### src/rtl/gzhp_pkg.sv
// ----------------------------------------------------------------------------
// gzhp_pkg
// Types, codes and helpers shared by the gzip header/trailer parser.
// ----------------------------------------------------------------------------
`default_nettype none

package gzhp_pkg;

  // action codes carried in the input beat
  localparam logic [1:0] ACT_HEADER  = 2'd0;
  localparam logic [1:0] ACT_TRAILER = 2'd1;
  localparam logic [1:0] ACT_LOOKUP  = 2'd2;

  localparam logic [7:0]  ID_FIRST       = 8'h1f;
  localparam logic [7:0]  ID_SECOND      = 8'h8b;
  localparam logic [7:0]  METHOD_DEFLATE = 8'd8;
  localparam logic [15:0] FIXED_LEN      = 16'd10;
  localparam logic [15:0] EXTRA_CODE_POS = 16'd10;
  localparam logic [16:0] LEN_MAX        = 17'h1ffff;

  // bit positions in the FLG byte
  localparam int FLG_HCRC    = 1;
  localparam int FLG_EXTRA   = 2;
  localparam int FLG_NAME    = 3;
  localparam int FLG_COMMENT = 4;

  typedef enum logic [2:0] {
    PH_FIXED   = 3'd0,
    PH_XLEN    = 3'd1,
    PH_EXTRA   = 3'd2,
    PH_NAME    = 3'd3,
    PH_COMMENT = 3'd4,
    PH_HCRC    = 3'd5,
    PH_DONE    = 3'd6,
    PH_REJECT  = 3'd7
  } phase_t;

  typedef struct packed {
    logic [1:0]  action;
    logic [7:0]  data_byte;
    logic        first_byte;
    logic [15:0] chunk_index;
  } in_beat_t;

  typedef struct packed {
    logic        header_done;
    logic        magic_ok;
    logic        deflate_ok;
    logic [16:0] header_length;
    logic [7:0]  extra_flags_value;
    logic [15:0] subfield_version;
    logic [15:0] chunk_length;
    logic [15:0] chunk_count;
    logic [15:0] chunk_code;
    logic [31:0] trailer_crc;
    logic [31:0] trailer_size;
    logic        error_flag;
  } out_beat_t;

  // parser state as seen after one beat, everything but the lookup result
  typedef struct packed {
    logic        header_done;
    logic        magic_ok;
    logic        deflate_ok;
    logic [16:0] header_length;
    logic [7:0]  extra_flags_value;
    logic [15:0] subfield_version;
    logic [15:0] chunk_length;
    logic [15:0] chunk_count;
    logic [31:0] trailer_crc;
    logic [31:0] trailer_size;
  } view_t;

  // next optional header section after cur, given the FLG byte
  function automatic phase_t phase_after(phase_t cur, logic [7:0] flags);
    phase_t ph;
    if (cur < PH_XLEN && flags[FLG_EXTRA]) begin
      ph = PH_XLEN;
    end else if (cur < PH_NAME && flags[FLG_NAME]) begin
      ph = PH_NAME;
    end else if (cur < PH_COMMENT && flags[FLG_COMMENT]) begin
      ph = PH_COMMENT;
    end else if (cur < PH_HCRC && flags[FLG_HCRC]) begin
      ph = PH_HCRC;
    end else begin
      ph = PH_DONE;
    end
    return ph;
  endfunction

endpackage

`default_nettype wire

### src/rtl/gzhp_parse.sv
// ----------------------------------------------------------------------------
// gzhp_parse
// Header phase machine, held header fields, trailer window and chunk store
// write/read address generation. State updates on each accepted beat.
// ----------------------------------------------------------------------------
`default_nettype none

module gzhp_parse #(
  parameter int MAX_CHUNKS = 4096,
  parameter int AW = (MAX_CHUNKS > 1) ? $clog2(MAX_CHUNKS) : 1,
  parameter int CW = $clog2(MAX_CHUNKS + 1)
) (
  input  wire logic              clk,
  input  wire logic              rst_n,
  input  wire logic              en,
  input  wire gzhp_pkg::in_beat_t beat,
  output gzhp_pkg::view_t        view,
  output logic                   wr_en,
  output logic [AW-1:0]          wr_addr,
  output logic [15:0]            wr_data,
  output logic                   rd_en,
  output logic [AW-1:0]          rd_addr,
  output logic                   lookup_err
);

  import gzhp_pkg::*;

  phase_t        phase_r, phase_nxt;
  logic [15:0]   pos_r, pos_nxt;
  logic [7:0]    flags_r, flags_nxt;
  logic [15:0]   xlen_r, xlen_nxt;
  logic [16:0]   len_r, len_nxt;
  logic          magic_r, magic_nxt;
  logic          defl_r, defl_nxt;
  logic          done_r, done_nxt;
  logic [7:0]    xfl_r, xfl_nxt;
  logic [15:0]   ver_r, ver_nxt;
  logic [15:0]   clen_r, clen_nxt;
  logic [15:0]   ccnt_r, ccnt_nxt;
  logic [CW-1:0] stored_r, stored_nxt;
  logic [7:0]    lowb_r, lowb_nxt;
  logic [63:0]   trail_r, trail_nxt;
  logic          code_wr;
  logic [16:0]   pos_inc;
  logic [16:0]   idx_ext;

  // next state
  always_comb begin
    phase_nxt  = phase_r;
    pos_nxt    = pos_r;
    flags_nxt  = flags_r;
    xlen_nxt   = xlen_r;
    len_nxt    = len_r;
    magic_nxt  = magic_r;
    defl_nxt   = defl_r;
    done_nxt   = done_r;
    xfl_nxt    = xfl_r;
    ver_nxt    = ver_r;
    clen_nxt   = clen_r;
    ccnt_nxt   = ccnt_r;
    stored_nxt = stored_r;
    lowb_nxt   = lowb_r;
    trail_nxt  = trail_r;
    code_wr    = 1'b0;
    pos_inc    = 17'd0;

    if (en && beat.action == ACT_HEADER) begin
      // restart clears the header side before the byte is taken
      if (beat.first_byte) begin
        phase_nxt  = PH_FIXED;
        pos_nxt    = '0;
        flags_nxt  = '0;
        xlen_nxt   = '0;
        len_nxt    = '0;
        magic_nxt  = 1'b0;
        defl_nxt   = 1'b0;
        done_nxt   = 1'b0;
        xfl_nxt    = '0;
        ver_nxt    = '0;
        clen_nxt   = '0;
        ccnt_nxt   = '0;
        stored_nxt = '0;
        lowb_nxt   = '0;
      end
      pos_inc = {1'b0, pos_nxt} + 17'd1;
      if (phase_nxt != PH_DONE && phase_nxt != PH_REJECT && len_nxt < LEN_MAX) begin
        len_nxt = len_nxt + 17'd1;
      end
      unique case (phase_nxt)
        PH_FIXED: begin
          if (pos_nxt == 16'd0 && beat.data_byte != ID_FIRST) begin
            phase_nxt = PH_REJECT;
            pos_nxt   = '0;
          end else if (pos_nxt == 16'd1 && beat.data_byte != ID_SECOND) begin
            phase_nxt = PH_REJECT;
            pos_nxt   = '0;
          end else begin
            if (pos_nxt == 16'd1) begin
              magic_nxt = 1'b1;
            end
            if (pos_nxt == 16'd2 && beat.data_byte == METHOD_DEFLATE) begin
              defl_nxt = 1'b1;
            end
            if (pos_nxt == 16'd3) begin
              flags_nxt = beat.data_byte;
            end
            if (pos_nxt == 16'd8) begin
              xfl_nxt = beat.data_byte;
            end
            if (pos_inc >= {1'b0, FIXED_LEN}) begin
              phase_nxt = phase_after(PH_FIXED, flags_nxt);
              pos_nxt   = '0;
            end else begin
              pos_nxt = pos_inc[15:0];
            end
          end
        end
        PH_XLEN: begin
          if (pos_nxt == 16'd0) begin
            xlen_nxt = {8'd0, beat.data_byte};
          end else begin
            xlen_nxt = {beat.data_byte, xlen_nxt[7:0]};
          end
          if (pos_inc >= 17'd2) begin
            phase_nxt = (xlen_nxt == 16'd0) ? phase_after(PH_EXTRA, flags_nxt) : PH_EXTRA;
            pos_nxt   = '0;
          end else begin
            pos_nxt = pos_inc[15:0];
          end
        end
        PH_EXTRA: begin
          case (pos_nxt)
            16'd4:   ver_nxt  = {8'd0, beat.data_byte};
            16'd5:   ver_nxt  = {beat.data_byte, ver_nxt[7:0]};
            16'd6:   clen_nxt = {8'd0, beat.data_byte};
            16'd7:   clen_nxt = {beat.data_byte, clen_nxt[7:0]};
            16'd8:   ccnt_nxt = {8'd0, beat.data_byte};
            16'd9:   ccnt_nxt = {beat.data_byte, ccnt_nxt[7:0]};
            default: begin
              if (pos_nxt >= EXTRA_CODE_POS) begin
                if (!pos_nxt[0]) begin
                  lowb_nxt = beat.data_byte;
                end else if (32'(stored_nxt) < MAX_CHUNKS) begin
                  code_wr = 1'b1;
                end
              end
            end
          endcase
          if (pos_inc >= {1'b0, xlen_nxt}) begin
            phase_nxt = phase_after(PH_EXTRA, flags_nxt);
            pos_nxt   = '0;
          end else begin
            pos_nxt = pos_inc[15:0];
          end
        end
        PH_NAME, PH_COMMENT: begin
          if (beat.data_byte == 8'd0) begin
            phase_nxt = phase_after(phase_nxt, flags_nxt);
            pos_nxt   = '0;
          end
        end
        PH_HCRC: begin
          if (pos_inc >= 17'd2) begin
            phase_nxt = PH_DONE;
            pos_nxt   = '0;
          end else begin
            pos_nxt = pos_inc[15:0];
          end
        end
        PH_DONE, PH_REJECT: begin
          // header already finished or rejected
        end
        default: begin
        end
      endcase
      if (phase_nxt == PH_DONE) begin
        done_nxt = 1'b1;
      end
      if (code_wr) begin
        stored_nxt = stored_nxt + CW'(1);
      end
    end else if (en && beat.action == ACT_TRAILER) begin
      trail_nxt = {beat.data_byte, (beat.first_byte ? 56'd0 : trail_r[63:8])};
    end
  end

  // outputs
  always_comb begin
    view.header_done       = done_nxt;
    view.magic_ok          = magic_nxt;
    view.deflate_ok        = defl_nxt;
    view.header_length     = (phase_nxt == PH_REJECT) ? 17'd0 : len_nxt;
    view.extra_flags_value = xfl_nxt;
    view.subfield_version  = ver_nxt;
    view.chunk_length      = clen_nxt;
    view.chunk_count       = ccnt_nxt;
    view.trailer_crc       = trail_nxt[31:0];
    view.trailer_size      = trail_nxt[63:32];

    // a code write never coincides with a restart, so stored_r is the slot
    wr_en   = code_wr;
    wr_addr = stored_r[AW-1:0];
    wr_data = {beat.data_byte, lowb_r};

    idx_ext    = {1'b0, beat.chunk_index};
    lookup_err = (beat.chunk_index == 16'd0) || (idx_ext > 17'(stored_r));
    rd_en      = en && beat.action == ACT_LOOKUP && !lookup_err;
    rd_addr    = AW'(beat.chunk_index - 16'd1);
  end

  always_ff @(posedge clk) begin
    if (!rst_n) begin
      phase_r  <= PH_FIXED;
      pos_r    <= '0;
      flags_r  <= '0;
      xlen_r   <= '0;
      len_r    <= '0;
      magic_r  <= 1'b0;
      defl_r   <= 1'b0;
      done_r   <= 1'b0;
      xfl_r    <= '0;
      ver_r    <= '0;
      clen_r   <= '0;
      ccnt_r   <= '0;
      stored_r <= '0;
      lowb_r   <= '0;
      trail_r  <= '0;
    end else begin
      phase_r  <= phase_nxt;
      pos_r    <= pos_nxt;
      flags_r  <= flags_nxt;
      xlen_r   <= xlen_nxt;
      len_r    <= len_nxt;
      magic_r  <= magic_nxt;
      defl_r   <= defl_nxt;
      done_r   <= done_nxt;
      xfl_r    <= xfl_nxt;
      ver_r    <= ver_nxt;
      clen_r   <= clen_nxt;
      ccnt_r   <= ccnt_nxt;
      stored_r <= stored_nxt;
      lowb_r   <= lowb_nxt;
      trail_r  <= trail_nxt;
    end
  end

endmodule

`default_nettype wire

### config.mk
export PLATFORM = sky130hd
export DESIGN_NAME = gzhp_parse
export DESIGN_NICKNAME = d
export VERILOG_FILES = /design/src/rtl/gzhp_pkg.sv /design/src/rtl/gzhp_parse.sv
export SDC_FILE = /design/constraint.sdc
export NUM_CORES = 1
export LEC_CHECK = 0
export BUFFER_PORTS_ARGS = -buffer_cell sky130_fd_sc_hd__buf_2
export CORE_UTILIZATION = 55
export CTS_CLUSTER_DIAMETER = 50
export DETAILED_ROUTE_END_ITERATION = 10
export HOLD_SLACK_MARGIN = 0.15
export PLACE_DENSITY_LB_ADDON = 0.25
export SLEW_MARGIN = 10
export SYNTH_ARGS = -nofsm -noshare
export SYNTH_HDL_FRONTEND = slang
export SYNTH_SLANG_ARGS = --single-unit
export TNS_END_PERCENT = 5
### constraint.sdc
create_clock -name clk -period 19.8 [get_ports clk]
set_input_delay 5.94 -clock clk [delete_from_list [all_inputs] [get_ports clk]]
set_output_delay 5.94 -clock clk [all_outputs]
set_load 0.02 [all_outputs]
==> metrics <==
Setup WS post-layout 3.13 ns; Residual DRC 0; EDFF count, synth 0; final net count 1,565; post-synthesis sequential area ratio 36.3%; Synth area leader dfxtp_1; Fill cells 1,728; postcts setup bufs 0; share of the synthesized area in the top cell type 36.3%; Max IR drop VDD 0.0000534 V; CP bufs+invs 4; Worst-Skew Late Latency 0.44 ns; final core utilization 64.0%; detailed-route via count 10,300; Max-Cap Viols 0; routed len/inst 17.2 um; # IOs 213; fmax 60.0 MHz; Site Rows 51; Crit. End Element output pin; largest family of logic cells by synthesized area simple AND/OR/NAND/NOR gates; Sequential Area 4000 sq um; synth top area cells dfxtp_1 36%, nand2_1 7.4%, and2_1 7.4%; Compound-Gate Fraction of Synth Area 17.9%; count of final hold-check violations 0; antenna fix cells 0; TritonCTS Buffers 17; max-slew violations 0; post-synthesis adder-cell area fraction 3.97%; Syn-to-layout area delta 13.5%; largest net degree at the start of global routing 121; DRT Wirelength 30,500 um; WP data required 13.86 ns; global-route wire length before repair 47,200 um; routed length on met1 13,300 um; Worst-path clk slew 0.07 ns; Starting Density 56.4%; delay-heaviest family, CP compound AO/OA/AOI/OAI gates; commonest non-fill, non-tap cell in the layout nand2_1; number of antenna violations at the first check in global routing 0; flops & latches, synth 200; r2r setup slk 14.35 ns; clk_skew 0.0165 ns; Cell Area, Synth 11,000 sq um; Finish-stage setup viols 0; 1st-iter DRT viols 814; HP Class reg -> reg; clock root cell clkbuf_16; Core Region 19,600 sq um; die area 20,600 sq um; P per Cell Area 65.5 nW/um^2; Simple-Gate Fraction of Synth Area 30.1%; fin crit period 16.67 ns; CP startpoint kind input pin; final global-route overflow total 0; router iterations before antenna repair 5; met3 WL 2320 um; Synth Area in XOR/XNOR 3.65%; detailed placement HPWL 21,100 um; vias in the first global route 9,164; Arr. time, crit path 10.73 ns; DR vias/cell 5.79; syn nets 1,446; Primary FF master, synth dfxtp_1; Placement Setup Slack 3.30 ns; Antenna Nets Post-Route 0; Num Clock Sinks 200; highest routed metal layer met4; Setup TNS Final 0 ns; hold buffers post-CTS 0; I/O Buffers 212; synth unique cells 81; Worst-Margin Slew 1.25 ns; max incr delay on CP 0.69 ns; slowest stage cell, crit path a221oi_4; multiplexer share of the synthesized area 1.78%; warnings from Yosys 0; multi-input combinational cell area 6350 sq um; layout cells sized above 1 20.3%; status completed; total global-route track usage 28.9%; commonest cells after routing, fill and taps aside 219 x nand2_1, 212 x buf_2, 200 x dfxtp_1; die width 144 um; Slew HR 16.7%; CP Max Fanout 17; RSZ-0062 raised after global routing false; clk buf depth 2; critical setup path kind in -> out; asr flop ratio synth 0%; Avg Inst Size Synth 7.99 sq um; CTS tree yes; CTS HTree Levels 4; met2 WL post-DR 14,200 um; CP cell instances buf_2 -> inv_2 -> nand2_1 -> inv_1 -> ha_1 -> nand4_1 -> nor4_1 -> xnor2_1 -> nor2_4 -> ha_1 -> and3_1 -> a21bo_2 -> mux2_2 -> o31a_1 -> a21oi_1 -> o21ai_0 -> and4_1 -> a221oi_4 -> nor2_1 -> buf_2; GPL Wtd Cong 0.936; Final period util 84.2%; post-CTS sizing 0; Pleak 5.29 nW; Synth Instances 1,381; Die H 144 um
==> cell type report <==
class | instances | area share, %
tap | 265 | 2.65
inverter | 28 | 0.838
sequential | 200 | 31.9
clock buffer | 18 | 3.50
timing repair buffer | 219 | 8.88
multi-input combinational | 1034 | 50.6
clock inverter | 14 | 1.54
==> metal layers <==
layer / GRT usage, % / vias to the layer above
met2: 47.0 / 426
met3: 4.97 / 44
met1: 38.6 / 4816
met5: 0 / -
met4: 9.74 / 0
li1: - / 5000
==> registers in the layout (all words and copies together), names as in the netlist, 4 cells and up <==
signal,count
ccnt_r,16
clen_r,16
flags_r,4
len_r,17
lowb_r,8
pos_r,16
stored_r,13
trail_r,64
ver_r,16
xfl_r,8
xlen_r,16
==> synthesized netlist by cell type, types with 4 or more instances <==
library cell and number:
nor2_1 118, mux2i_1 5, nand3_1 29, and2_1 131, or3_1 8, inv_1 27, nand2b_1 8, mux2_2 10
and3_1 18, o211ai_1 5, dfxtp_1 200, o21ai_0 92, nor3_1 28, nor2b_1 15, o21ai_1 5, buf_1 6
ha_1 35, nand2_1 219, nor4_4 4, and4_1 5, or2_2 5, o21a_1 8, xnor2_1 27, buf_4 31
a31oi_1 10, a22oi_1 43, o31ai_1 5, a21oi_1 34, a22o_1 25, nand4_1 16, nor4_1 10, nor2_2 10
a211oi_1 5, buf_2 10, a32o_1 16, clkbuf_1 70, xor2_1 19
==> worst paths after layout <==
kind,from,end,cells past startpoint
worst max-delay path,beat[16],view[121],20
worst max register to register,pos_r[0],pos_r[10],17
worst min-delay path,lowb_r[2],lowb_r[2],2
worst min register to register,lowb_r[2],lowb_r[2],2
==> worst register-to-register path, delay by kind of cell, from the launching register on <==
kind            cells  cell delay (ns)
buf+inv             1             0.21
mux                 1             0.13
compound gates      5             1.19
xor+xnor            1             0.19
simple gates        7             2.44
flops               1             0.54
fa+ha+maj           2             0.68
==> report_power, final <==
group          switching, W  internal, W  leakage, nW  total [W]
clock network      0.000184     0.000178        0.304   0.000362
registers        0.00000167     0.000403         1.61   0.000405
logic             0.0000395    0.0000143         3.37  0.0000538
==> kinds of logic after synthesis <==
group	Yosys count
simple gates	650
mux	18
compound gates	285
flops	200
fa+ha+maj	35
buf+inv	147
xor+xnor	46
==> per-stage QoR <==
stage	power, W	instance area, sq um	instances	hold WS [ns]
detailed placement	0.000467	11900	1746	0.491
global placement	0.000467	11900	1746	0.474
finish	0.000821	12500	1778	0.504
global route	0.000846	12500	1778	0.540
CTS	0.000823	12500	1778	0.511
floorplan	0.000450	11000	1381	0.465
(Power assumes the default switching activity.)
